File: config.mk
export PLATFORM = sky130hd
export DESIGN_NAME = ppm_ascii_stream_parser
export DESIGN_NICKNAME = d
export VERILOG_FILES = /design/src/rtl/core/ppm_pkg.sv /design/src/rtl/core/ppm_ascii_stream_parser.sv
export VERILOG_INCLUDE_DIRS = /design/src /design/src/rtl/core
export SDC_FILE = /design/constraint.sdc
export NUM_CORES = 2
export LEC_CHECK = 0
export ABC_AREA = 1
export BUFFER_PORTS_ARGS = -buffer_cell sky130_fd_sc_hd__buf_2
export CORE_ASPECT_RATIO = 0.9
export CORE_MARGIN = 2
export CORE_UTILIZATION = 57
export CTS_CLUSTER_DIAMETER = 80
export DETAILED_ROUTE_END_ITERATION = 7
export PLACE_DENSITY = 0.77
export SYNTH_ARGS = -nofsm -noshare
export SYNTH_HDL_FRONTEND = slang
export SYNTH_SLANG_ARGS = --single-unit
File: constraint.sdc
create_clock -name clk -period 6.28 [get_ports clk]
set_input_delay 0.942 -clock clk [delete_from_list [all_inputs] [get_ports clk]]
set_output_delay 0.942 -clock clk [all_outputs]
set_load 0.02 [all_outputs]
File: src/rtl/core/ppm_ascii_stream_parser_assert.svh
// assertion macros shared by the ppm parser rtl
`ifndef PPM_ASCII_STREAM_PARSER_ASSERT_SVH
`define PPM_ASCII_STREAM_PARSER_ASSERT_SVH

`ifndef SYNTHESIS
// implication checked at every clock edge outside reset
`define PPM_ASSERT_IMP(lbl, ante, cons, msg) \
  lbl: assert property (@(posedge clk) disable iff (!rst_n) (ante) |-> (cons)) \
    else $error(msg);
// invariant checked at every clock edge outside reset
`define PPM_ASSERT_INV(lbl, expr, msg) \
  lbl: assert property (@(posedge clk) disable iff (!rst_n) (expr)) \
    else $error(msg);
`else
`define PPM_ASSERT_IMP(lbl, ante, cons, msg)
`define PPM_ASSERT_INV(lbl, expr, msg)
`endif

`endif

File: src/rtl/core/ppm_pkg.sv
// types and constants for the ascii ppm stream parser
package ppm_pkg;

  // number and dimension sizing
  localparam int DIM_BITS = 16;
  localparam int MAG_BITS = DIM_BITS + 1;
  localparam int MUL_BITS = MAG_BITS + 4;
  localparam int CNT_BITS = 2 * DIM_BITS;
  localparam logic [MAG_BITS-1:0] NUM_CAP = MAG_BITS'(1) << DIM_BITS;
  localparam logic [MAG_BITS-1:0] COLOR_MAX = MAG_BITS'(255);

  // output queue
  localparam int QDEPTH = 4;
  localparam int QPTR_BITS = $clog2(QDEPTH);
  localparam int QCNT_BITS = $clog2(QDEPTH + 1);

  // parser phases
  localparam logic [3:0] PH_MAGIC0 = 4'd0;
  localparam logic [3:0] PH_MAGIC1 = 4'd1;
  localparam logic [3:0] PH_WIDTH  = 4'd2;
  localparam logic [3:0] PH_HEIGHT = 4'd3;
  localparam logic [3:0] PH_LIMIT  = 4'd4;
  localparam logic [3:0] PH_RED    = 4'd5;
  localparam logic [3:0] PH_GREEN  = 4'd6;
  localparam logic [3:0] PH_BLUE   = 4'd7;
  localparam logic [3:0] PH_DONE   = 4'd8;

  // result kinds
  localparam logic [1:0] KIND_HEADER = 2'd0;
  localparam logic [1:0] KIND_PIXEL  = 2'd1;
  localparam logic [1:0] KIND_ERROR  = 2'd2;

  // error codes
  localparam logic [2:0] ERR_MAGIC  = 3'd0;
  localparam logic [2:0] ERR_WIDTH  = 3'd1;
  localparam logic [2:0] ERR_HEIGHT = 3'd2;
  localparam logic [2:0] ERR_LIMIT  = 3'd3;
  localparam logic [2:0] ERR_PIXEL  = 3'd4;
  localparam logic [2:0] ERR_RANGE  = 3'd5;

  // characters
  localparam logic [7:0] CH_HASH  = 8'h23;
  localparam logic [7:0] CH_NL    = 8'h0a;
  localparam logic [7:0] CH_TAB   = 8'h09;
  localparam logic [7:0] CH_CR    = 8'h0d;
  localparam logic [7:0] CH_SP    = 8'h20;
  localparam logic [7:0] CH_P     = 8'h50;
  localparam logic [7:0] CH_3     = 8'h33;
  localparam logic [7:0] CH_PLUS  = 8'h2b;
  localparam logic [7:0] CH_MINUS = 8'h2d;
  localparam logic [7:0] CH_0     = 8'h30;
  localparam logic [7:0] CH_9     = 8'h39;

  typedef struct packed {
    logic [1:0]  kind;
    logic [15:0] image_width;
    logic [15:0] image_height;
    logic [7:0]  color_limit;
    logic [7:0]  red;
    logic [7:0]  green;
    logic [7:0]  blue;
    logic [31:0] pixel_index;
    logic        final_pixel;
    logic [2:0]  error_code;
    logic        last_of_run;
  } result_t;

endpackage

File: src/rtl/core/ppm_ascii_stream_parser.sv
// ascii p3 pixmap parser taking one text byte per transfer
//
// ppm_ascii_stream_parser takes the text of a P3 pixmap one byte per input
// transfer (in_tlast high marks end of file, its byte is ignored) and emits
// header, pixel and error results. Each byte is fully parsed in the cycle it
// is accepted: the parser state updates at that edge and the zero, one or
// two results it causes are written into a four entry output queue. The
// input is ready while the queue has room for two results, so one byte is
// taken every cycle as long as the output side keeps up; bytes that cause two
// results (a number closing on an error, or end of file after a number) are
// limited by the output port, which sends one result per cycle. There is no
// clearing pass after reset. out_tlast marks the last result caused by one
// input byte, out_tuser carries the result kind. After an error or the last
// pixel, bytes are dropped until end of file, which restarts the parser.
`include "ppm_ascii_stream_parser_assert.svh"

module ppm_ascii_stream_parser (
  input  logic          clk,
  input  logic          rst_n,
  // input byte stream
  input  logic          in_tvalid,
  output logic          in_tready,
  input  logic [7:0]    in_tdata,   // [7:0] byte_in
  input  logic          in_tlast,   // end_of_stream
  // result stream
  output logic          out_tvalid,
  input  logic          out_tready,
  output logic [103:0]  out_tdata,  // [15:0] image_width, [31:16] image_height,
                                    // [39:32] color_limit, [47:40] red,
                                    // [55:48] green, [63:56] blue,
                                    // [95:64] pixel_index, [96] final_pixel,
                                    // [99:97] error_code, [103:100] zero
  output logic [1:0]    out_tuser,  // [1:0] kind
  output logic          out_tlast   // last_of_run
);

  localparam int DIM_BITS = ppm_pkg::DIM_BITS;
  localparam int MAG_BITS = ppm_pkg::MAG_BITS;
  localparam int MUL_BITS = ppm_pkg::MUL_BITS;
  localparam int CNT_BITS = ppm_pkg::CNT_BITS;
  localparam int QPTR_BITS = ppm_pkg::QPTR_BITS;
  localparam int QCNT_BITS = ppm_pkg::QCNT_BITS;

  // parser state
  logic [3:0]          phase_r, phase_nxt;
  logic                in_comment_r, in_comment_nxt;
  logic                num_active_r, num_active_nxt;
  logic                sign_seen_r, sign_seen_nxt;
  logic                neg_r, neg_nxt;
  logic [MAG_BITS-1:0] acc_r, acc_nxt;
  logic [DIM_BITS-1:0] width_r, width_nxt;
  logic [DIM_BITS-1:0] height_r, height_nxt;
  logic [7:0]          limit_r, limit_nxt;
  logic [7:0]          red_r, red_nxt;
  logic [7:0]          green_r, green_nxt;
  logic [CNT_BITS-1:0] count_r, count_nxt;
  logic [CNT_BITS-1:0] total_r, total_nxt;
  logic                range_bad_r, range_bad_nxt;

  // output queue
  ppm_pkg::result_t     q_mem [ppm_pkg::QDEPTH];
  logic [QPTR_BITS-1:0] wr_ptr_r, rd_ptr_r;
  logic [QCNT_BITS-1:0] cnt_r, cnt_nxt;

  logic                 in_accept;
  logic                 out_accept;
  logic [1:0]           nres;
  ppm_pkg::result_t     slot0, slot1;
  ppm_pkg::result_t     head;

  logic [7:0] byte_in;
  logic       eos;

  assign byte_in   = in_tdata;
  assign eos       = in_tlast;
  assign in_tready = (cnt_r <= QCNT_BITS'(ppm_pkg::QDEPTH - 2));
  assign in_accept = in_tvalid && in_tready;

  // error code of the field being read in a phase
  function automatic logic [2:0] field_code(input logic [3:0] ph);
    logic [2:0] code;
    code = ppm_pkg::ERR_MAGIC;
    case (ph)
      ppm_pkg::PH_WIDTH:  code = ppm_pkg::ERR_WIDTH;
      ppm_pkg::PH_HEIGHT: code = ppm_pkg::ERR_HEIGHT;
      ppm_pkg::PH_LIMIT:  code = ppm_pkg::ERR_LIMIT;
      ppm_pkg::PH_RED, ppm_pkg::PH_GREEN, ppm_pkg::PH_BLUE: code = ppm_pkg::ERR_PIXEL;
      default:            code = ppm_pkg::ERR_MAGIC;
    endcase
    return code;
  endfunction

  function automatic ppm_pkg::result_t err_result(input logic [2:0] code);
    ppm_pkg::result_t res;
    res = '0;
    res.kind = ppm_pkg::KIND_ERROR;
    res.error_code = code;
    return res;
  endfunction

  // single pass parse of the accepted byte
  always_comb begin
    logic                is_digit;
    logic                is_space;
    logic                do_fin;
    logic [MAG_BITS-1:0] mag;
    logic                mag_neg;
    logic                pix_bad;
    logic                pix_fin;
    logic [MUL_BITS-1:0] acc_ext;
    logic                fa, fb;
    ppm_pkg::result_t    res_a, res_b;

    phase_nxt      = phase_r;
    in_comment_nxt = in_comment_r;
    num_active_nxt = num_active_r;
    sign_seen_nxt  = sign_seen_r;
    neg_nxt        = neg_r;
    acc_nxt        = acc_r;
    width_nxt      = width_r;
    height_nxt     = height_r;
    limit_nxt      = limit_r;
    red_nxt        = red_r;
    green_nxt      = green_r;
    count_nxt      = count_r;
    total_nxt      = total_r;
    range_bad_nxt  = range_bad_r;

    is_digit = (byte_in >= ppm_pkg::CH_0) && (byte_in <= ppm_pkg::CH_9);
    is_space = byte_in inside {ppm_pkg::CH_SP, [ppm_pkg::CH_TAB:ppm_pkg::CH_CR]};
    mag      = acc_r;
    mag_neg  = neg_r && (acc_r != '0);
    pix_bad  = 1'b0;
    pix_fin  = 1'b0;
    acc_ext  = '0;
    fa       = 1'b0;
    fb       = 1'b0;
    res_a    = '0;
    res_b    = '0;

    // a pending number closes on end of file or on a non-digit byte
    do_fin = num_active_r && (eos ||
             (!is_digit && !in_comment_r && phase_r != ppm_pkg::PH_MAGIC0 &&
              phase_r != ppm_pkg::PH_MAGIC1 && phase_r != ppm_pkg::PH_DONE));

    if (do_fin) begin
      num_active_nxt = 1'b0;
      sign_seen_nxt  = 1'b0;
      neg_nxt        = 1'b0;
      acc_nxt        = '0;
      case (phase_r)
        ppm_pkg::PH_WIDTH: begin
          if (mag_neg || mag == '0 || mag[DIM_BITS]) begin
            fa = 1'b1;
            res_a = err_result(ppm_pkg::ERR_WIDTH);
            phase_nxt = ppm_pkg::PH_DONE;
          end else begin
            width_nxt = mag[DIM_BITS-1:0];
            phase_nxt = ppm_pkg::PH_HEIGHT;
          end
        end
        ppm_pkg::PH_HEIGHT: begin
          if (mag_neg || mag == '0 || mag[DIM_BITS]) begin
            fa = 1'b1;
            res_a = err_result(ppm_pkg::ERR_HEIGHT);
            phase_nxt = ppm_pkg::PH_DONE;
          end else begin
            height_nxt = mag[DIM_BITS-1:0];
            phase_nxt = ppm_pkg::PH_LIMIT;
          end
        end
        ppm_pkg::PH_LIMIT: begin
          if (mag_neg || mag == '0 || mag > ppm_pkg::COLOR_MAX) begin
            fa = 1'b1;
            res_a = err_result(ppm_pkg::ERR_LIMIT);
            phase_nxt = ppm_pkg::PH_DONE;
          end else begin
            limit_nxt = mag[7:0];
            total_nxt = CNT_BITS'(width_r) * CNT_BITS'(height_r);
            count_nxt = '0;
            fa = 1'b1;
            res_a.kind = ppm_pkg::KIND_HEADER;
            res_a.image_width = 16'(width_r);
            res_a.image_height = 16'(height_r);
            res_a.color_limit = mag[7:0];
            phase_nxt = ppm_pkg::PH_RED;
          end
        end
        ppm_pkg::PH_RED: begin
          red_nxt = mag[7:0];
          range_bad_nxt = mag_neg || (mag > MAG_BITS'(limit_r));
          phase_nxt = ppm_pkg::PH_GREEN;
        end
        ppm_pkg::PH_GREEN: begin
          green_nxt = mag[7:0];
          range_bad_nxt = range_bad_r || mag_neg || (mag > MAG_BITS'(limit_r));
          phase_nxt = ppm_pkg::PH_BLUE;
        end
        ppm_pkg::PH_BLUE: begin
          pix_bad = range_bad_r || mag_neg || (mag > MAG_BITS'(limit_r));
          range_bad_nxt = 1'b0;
          fa = 1'b1;
          if (pix_bad) begin
            res_a = err_result(ppm_pkg::ERR_RANGE);
            phase_nxt = ppm_pkg::PH_DONE;
          end else begin
            pix_fin = ((count_r + CNT_BITS'(1)) == total_r);
            res_a.kind = ppm_pkg::KIND_PIXEL;
            res_a.image_width = 16'(width_r);
            res_a.image_height = 16'(height_r);
            res_a.color_limit = limit_r;
            res_a.red = red_r;
            res_a.green = green_r;
            res_a.blue = mag[7:0];
            res_a.pixel_index = 32'(count_r);
            res_a.final_pixel = pix_fin;
            count_nxt = count_r + CNT_BITS'(1);
            phase_nxt = pix_fin ? ppm_pkg::PH_DONE : ppm_pkg::PH_RED;
          end
        end
        default: ;
      endcase
    end

    if (eos) begin
      // premature end reports the field being read, then full restart
      if (phase_nxt != ppm_pkg::PH_DONE) begin
        fb = 1'b1;
        res_b = err_result(field_code(phase_nxt));
      end
      phase_nxt      = ppm_pkg::PH_MAGIC0;
      in_comment_nxt = 1'b0;
      num_active_nxt = 1'b0;
      sign_seen_nxt  = 1'b0;
      neg_nxt        = 1'b0;
      acc_nxt        = '0;
      width_nxt      = '0;
      height_nxt     = '0;
      limit_nxt      = '0;
      red_nxt        = '0;
      green_nxt      = '0;
      count_nxt      = '0;
      total_nxt      = '0;
      range_bad_nxt  = 1'b0;
    end else if (phase_r == ppm_pkg::PH_DONE) begin
      // drop bytes until end of file
    end else if (phase_r == ppm_pkg::PH_MAGIC0) begin
      if (!is_space) begin
        if (byte_in == ppm_pkg::CH_P) begin
          phase_nxt = ppm_pkg::PH_MAGIC1;
        end else begin
          fb = 1'b1;
          res_b = err_result(ppm_pkg::ERR_MAGIC);
          phase_nxt = ppm_pkg::PH_DONE;
        end
      end
    end else if (phase_r == ppm_pkg::PH_MAGIC1) begin
      if (byte_in == ppm_pkg::CH_3) begin
        phase_nxt = ppm_pkg::PH_WIDTH;
      end else begin
        fb = 1'b1;
        res_b = err_result(ppm_pkg::ERR_MAGIC);
        phase_nxt = ppm_pkg::PH_DONE;
      end
    end else if (in_comment_r) begin
      if (byte_in == ppm_pkg::CH_NL) begin
        in_comment_nxt = 1'b0;
      end
    end else if (phase_nxt == ppm_pkg::PH_DONE) begin
      // closing number failed or finished the image
    end else if (is_digit) begin
      acc_ext = (MUL_BITS'(acc_r) << 3) + (MUL_BITS'(acc_r) << 1) +
                MUL_BITS'(byte_in - ppm_pkg::CH_0);
      acc_nxt = (acc_ext > MUL_BITS'(ppm_pkg::NUM_CAP)) ? ppm_pkg::NUM_CAP :
                acc_ext[MAG_BITS-1:0];
      num_active_nxt = 1'b1;
    end else if (sign_seen_nxt) begin
      fb = 1'b1;
      res_b = err_result(field_code(phase_nxt));
      phase_nxt = ppm_pkg::PH_DONE;
    end else if (byte_in == ppm_pkg::CH_PLUS || byte_in == ppm_pkg::CH_MINUS) begin
      sign_seen_nxt = 1'b1;
      neg_nxt = (byte_in == ppm_pkg::CH_MINUS);
    end else if (is_space) begin
      // separator
    end else if (byte_in == ppm_pkg::CH_HASH && phase_nxt != ppm_pkg::PH_GREEN &&
                 phase_nxt != ppm_pkg::PH_BLUE) begin
      in_comment_nxt = 1'b1;
    end else begin
      fb = 1'b1;
      res_b = err_result(field_code(phase_nxt));
      phase_nxt = ppm_pkg::PH_DONE;
    end

    // order results: a closed number's result goes ahead of a later error
    nres  = {1'b0, fa} + {1'b0, fb};
    slot0 = fa ? res_a : res_b;
    slot1 = res_b;
    slot0.last_of_run = (nres == 2'd1);
    slot1.last_of_run = 1'b1;
  end

  always_ff @(posedge clk) begin
    if (!rst_n) begin
      phase_r      <= ppm_pkg::PH_MAGIC0;
      in_comment_r <= 1'b0;
      num_active_r <= 1'b0;
      sign_seen_r  <= 1'b0;
      neg_r        <= 1'b0;
      acc_r        <= '0;
      width_r      <= '0;
      height_r     <= '0;
      limit_r      <= '0;
      red_r        <= '0;
      green_r      <= '0;
      count_r      <= '0;
      total_r      <= '0;
      range_bad_r  <= 1'b0;
    end else if (in_accept) begin
      phase_r      <= phase_nxt;
      in_comment_r <= in_comment_nxt;
      num_active_r <= num_active_nxt;
      sign_seen_r  <= sign_seen_nxt;
      neg_r        <= neg_nxt;
      acc_r        <= acc_nxt;
      width_r      <= width_nxt;
      height_r     <= height_nxt;
      limit_r      <= limit_nxt;
      red_r        <= red_nxt;
      green_r      <= green_nxt;
      count_r      <= count_nxt;
      total_r      <= total_nxt;
      range_bad_r  <= range_bad_nxt;
    end
  end

  // result queue: up to two writes per accepted byte, one read per transfer
  assign out_accept = out_tvalid && out_tready;
  assign cnt_nxt    = cnt_r + (in_accept ? QCNT_BITS'(nres) : '0)
                            - (out_accept ? QCNT_BITS'(1) : '0);

  always_ff @(posedge clk) begin
    if (in_accept && nres != 2'd0) begin
      q_mem[wr_ptr_r] <= slot0;
    end
    if (in_accept && nres == 2'd2) begin
      q_mem[wr_ptr_r + QPTR_BITS'(1)] <= slot1;
    end
  end

  always_ff @(posedge clk) begin
    if (!rst_n) begin
      wr_ptr_r <= '0;
      rd_ptr_r <= '0;
      cnt_r    <= '0;
    end else begin
      if (in_accept) begin
        wr_ptr_r <= wr_ptr_r + QPTR_BITS'(nres);
      end
      if (out_accept) begin
        rd_ptr_r <= rd_ptr_r + QPTR_BITS'(1);
      end
      cnt_r <= cnt_nxt;
    end
  end

  assign head       = q_mem[rd_ptr_r];
  assign out_tvalid = (cnt_r != '0);
  assign out_tuser  = head.kind;
  assign out_tlast  = head.last_of_run;
  assign out_tdata  = {4'b0000, head.error_code, head.final_pixel, head.pixel_index,
                       head.blue, head.green, head.red, head.color_limit,
                       head.image_height, head.image_width};

  // queue occupancy never passes its depth
  `PPM_ASSERT_INV(a_queue_bound, cnt_r <= QCNT_BITS'(ppm_pkg::QDEPTH), "queue overflow")

  // no number can be open inside a comment
  `PPM_ASSERT_IMP(a_comment_no_number, in_comment_r, !num_active_r, "number open in comment")

  // while pixels are pending the index stays below the pixel total
  `PPM_ASSERT_IMP(a_pixel_index_bound,
    phase_r == ppm_pkg::PH_RED || phase_r == ppm_pkg::PH_GREEN || phase_r == ppm_pkg::PH_BLUE,
    count_r < total_r, "pixel count beyond image")

  // a delivered pixel never exceeds its color limit
  `PPM_ASSERT_IMP(a_pixel_in_range, out_tvalid && out_tuser == ppm_pkg::KIND_PIXEL,
    head.red <= head.color_limit && head.green <= head.color_limit &&
    head.blue <= head.color_limit, "pixel above color limit")

endmodule
==> summary.txt <==
Timing
  – Maximum achievable frequency: 165 MHz
  – Worst-case clock skew: 0.0229 ns
  – Minimum hold slack: 0.452 ns
  – Post-route minimum period: 6.05 ns
  – Worst slew margin: 0.267
  – Setup TNS: 0 ns
  – Worst Max-Slew Pin Slew: 1.10 ns
  – Slew Limit Fails: 0
  – Count of final setup violators: 0
  – Final Hold Vio Count: 0
  – Setup slack of the critical path after layout: 0.231 ns
  – RSZ-0062 raised after global routing: no
  – Period utilisation layout: 0.963

Global routing
  – First-pass GRT wire length: 168,000 µm
  – Antenna violations before repair: 1
  – Largest net degree at the start of global routing: 181
  – Leftover overflow at the end of global routing: 0
  – Vias in the first global route: 31,228
  – Total track usage: 0.327

Synth
  – Number of enable flip-flop cells after synthesis: 16
  – Synthesis warning total: 0
  – Number of flip-flops and latches in the synthesized netlist: 567
  – Post-synthesis instance total: 4,908
  – Netlist Area Pre-Place: 35,100 µm²
  – Fraction of synthesis flops using an asynchronous set or reset pin: 0
  – Mean instance size in the synthesized netlist: 7.16 µm²
  – Part of the Yosys area used for sequential elements: 0.328
  – Number of distinct library cells after synthesis: 53
  – Dominant register cell in the synthesized netlist: dfxtp_1

Setup path
  – FF-to-FF path depth: 23
  – Cell seen most often among critical-path stages: fa_1
  – Classification of the worst setup path: register to register
  – CP max FO: 11
  – WP data required: 6.76 ns
  – Worst path cell trace: nand2_1 > fa_1 > inv_1 > fa_1 > inv_1 > fa_1 > fa_1 > inv_1 > fa_1 > inv_1 > fa_1 > inv_1 > ha_1 > a21oi_1 > nand2_1 > a21oi_2 > o21ai_2 > a21oi_2 > o21ai_0 > a31o_2 > or2_2 > nand4_1 > a21oi_1
  – Signal arrival time at the worst endpoint: 6.53 ns
  – Maximum cell stage delay along the critical path: 0.55 ns
  – Endpoint type of the worst setup path: register
  – Category of the worst setup path launch point: register
  – Master of the slowest instance on the critical path: fa_1

Detailed routing
  – DR pass1 iterations: 5
  – Total Routed Length: 106,000 µm
  – Drt initial violations: 4,233
  – Average detailed-routed wire length per instance: 18.4 µm
  – DRC violation count after routing: 0
  – Antenna Violating Nets Remaining: 0
  – Total vias in the final route: 33,691
  – Per-cell via count in the routed design: 5.87

Floorplan
  – Placeable core region: 61,100 µm²
  – I/O pin count: 122
  – Floorplan row count: 86
  – Width of the die: 266 µm
  – Full die area: 63,700 µm²
  – Effective utilization at floorplan: 0.575
  – Chip Height: 240 µm

Clock tree
  – Total CTS buffers: 59
  – Total clock sinks: 567
  – Clock-pin slew reported for the worst setup and hold paths after clock tree synthesis: 0.06 ns
  – CTS tree: done
  – Clock Latency Late Sink: 0.64 ns
  – Clk root buf: clkbuf_16
  – Number of levels the H-tree was split into: 2
  – Number of hold-repair buffers added at the cts stage: 0
  – Bufs on Longest Clock Path: 3

Placed design
  – Count of buffers from port buffering: 117
  – Setup WS pre-CTS: -0.0342 ns
  – DP HPWL: 72,400 µm
  – Final weighted congestion in routability-driven placement: 0.983

Finish
  – Layout Area Growth over Synthesis: 10.2%
  – Share of layout cells above drive strength 1: 0.0860
  – Number of filler instances in the final layout: 5,424
  – Number of nets in the layout: 5,265

Outcome
  – Outcome: complete, no violations

Worst hold path
  – HP Class: register to register
  – Hold path cells: 2

Job
  – Max Cap Violations: 0

Pwr
  – Overall power of the completed layout: 10,100 µW
  – P_leak: 0.0169 µW
  – Cell Pwr Density: 260 nW/µm²
  – Largest vdd supply drop: 0.277 mV
[metrics by stage]
step	instance area (µm²)	cells	utilization
finish	38700	5736	0.633
detailed placement	36400	5618	0.596
CTS	38500	5727	0.631
floorplan	35200	4911	-
global placement	36400	5618	0.596
global route	38700	5734	0.633
[state kept, by name, summed over array words and instances, names as in the netlist, named ones only]
signal        count
in_comment_r      1
acc_r            17
height_r         16
rd_ptr_r          2
num_active_r      1
range_bad_r       1
sign_seen_r       1
phase_r           4
limit_r           8
neg_r             1
total_r          32
red_r             8
wr_ptr_r          2
q_mem           412
width_r          16
cnt_r             3
green_r           8
count_r          32
[kinds of logic (layout without fill, tap and decap cells)]
| family | after synthesis | in the layout | synth area share |
|---|---|---|---|
| flops | 567 | 567 | 0.328 |
| compound gates | 1143 | 1143 | 0.174 |
| fa+ha+maj | 358 | 358 | 0.173 |
| buf+inv | 857 | 888 | 0.0924 |
| simple gates | 1948 | 1948 | 0.225 |
| xor+xnor | 34 | 34 | 0.00847 |
| other cells | 1 | 6 | 0.000107 |
[cell usage in the layout, fill, tap and decap left out, types with 27 or more instances in the layout]
| cell | count |
|---|---|
| a31oi_1 | 27 |
| fa_1 | 211 |
| nor3_1 | 27 |
| nand2_1 | 1255 |
| dfxtp_1 | 533 |
| buf_2 | 117 |
| o21ai_0 | 671 |
| buf_4 | 86 |
| nor2_1 | 384 |
| a21oi_1 | 236 |
| nand3_1 | 177 |
| o22ai_1 | 112 |
| nand4_1 | 40 |
| ha_1 | 144 |
| inv_1 | 546 |
| clkbuf_16 | 62 |
| a211oi_1 | 33 |
[power by group]
group          internal [µW]  total (µW)  leakage [µW]  switching, µW
logic                    675        2410        0.0112           1740
registers               3750        3870       0.00462            125
clock network           2210        3790       0.00105           1590
[Yosys cell counts (all sizes together), types with 7 or more instances]
cell,number,share of area
nand3b,12,0.0026
nor3,28,0.0040
o21ai,695,0.099
a31oi,28,0.0050
a211oi,33,0.0070
clkinv,7,0.00075
nor2,401,0.045
edfxtp,16,0.014
inv,561,0.060
or2,12,0.0021
fa,211,0.12
a21oi,242,0.034
buf,13,0.0022
xnor2,11,0.0027
ha,147,0.052
clkbuf,276,0.029
nand2,1266,0.14
dfxtp,551,0.31
nand4,40,0.0071
xor2,23,0.0057
o22ai,117,0.022
nand3,179,0.026
[layout make-up]
class,count,area (µm²),share of cell area
timing repair buffer,211,1380,0.0357
multi-input combinational,3487,20500,0.530
tap,792,991,0.0256
antenna,2,5.00,0.000129
clock inverter,35,407,0.0105
sequential,567,11500,0.298
clock buffer,74,1720,0.0443
inverter,568,2140,0.0553
[critical path: cells and delay by family (launching register included)]
family                   cells  cell delay (ns)
AO/OA/AOI/OAI                7             1.17
adder cells (fa/ha/maj)      7             3.39
buffers and inverters        5             0.26
flip-flops                   1             0.48
AND/OR/NAND/NOR              4             0.61
[metal layers]
layer  global-route usage  wire [µm]  vias up
li1                     -          -    15828
met1                0.459      44200    15891
met2                0.517      47100     1745
met3               0.0498      10800      227
met4                0.113       3440        0
met5                    0          0        -
[final timing paths]
kind | to | slack, ns | start
setup reg to reg | total_r[28]$_SDFFE_PN0P_ | 0.23 | width_r[8]$_SDFFE_PN0P_
setup / recovery | total_r[28]$_SDFFE_PN0P_ | 0.23 | width_r[8]$_SDFFE_PN0P_
hold reg to reg | q_mem[1][26]$_SDFFE_PP0P_ | 0.45 | q_mem[1][26]$_SDFFE_PP0P_
hold / removal | q_mem[1][26]$_SDFFE_PP0P_ | 0.45 | q_mem[1][26]$_SDFFE_PP0P_
[repair_timing]
action,4_1_cts,5_1_grt
pin swaps,0,3
endpoints found under the setup margin,1,144
gates resized for setup,4,32
buffers inserted,0,7
Note: power is estimated with default switching activity, not from simulation.
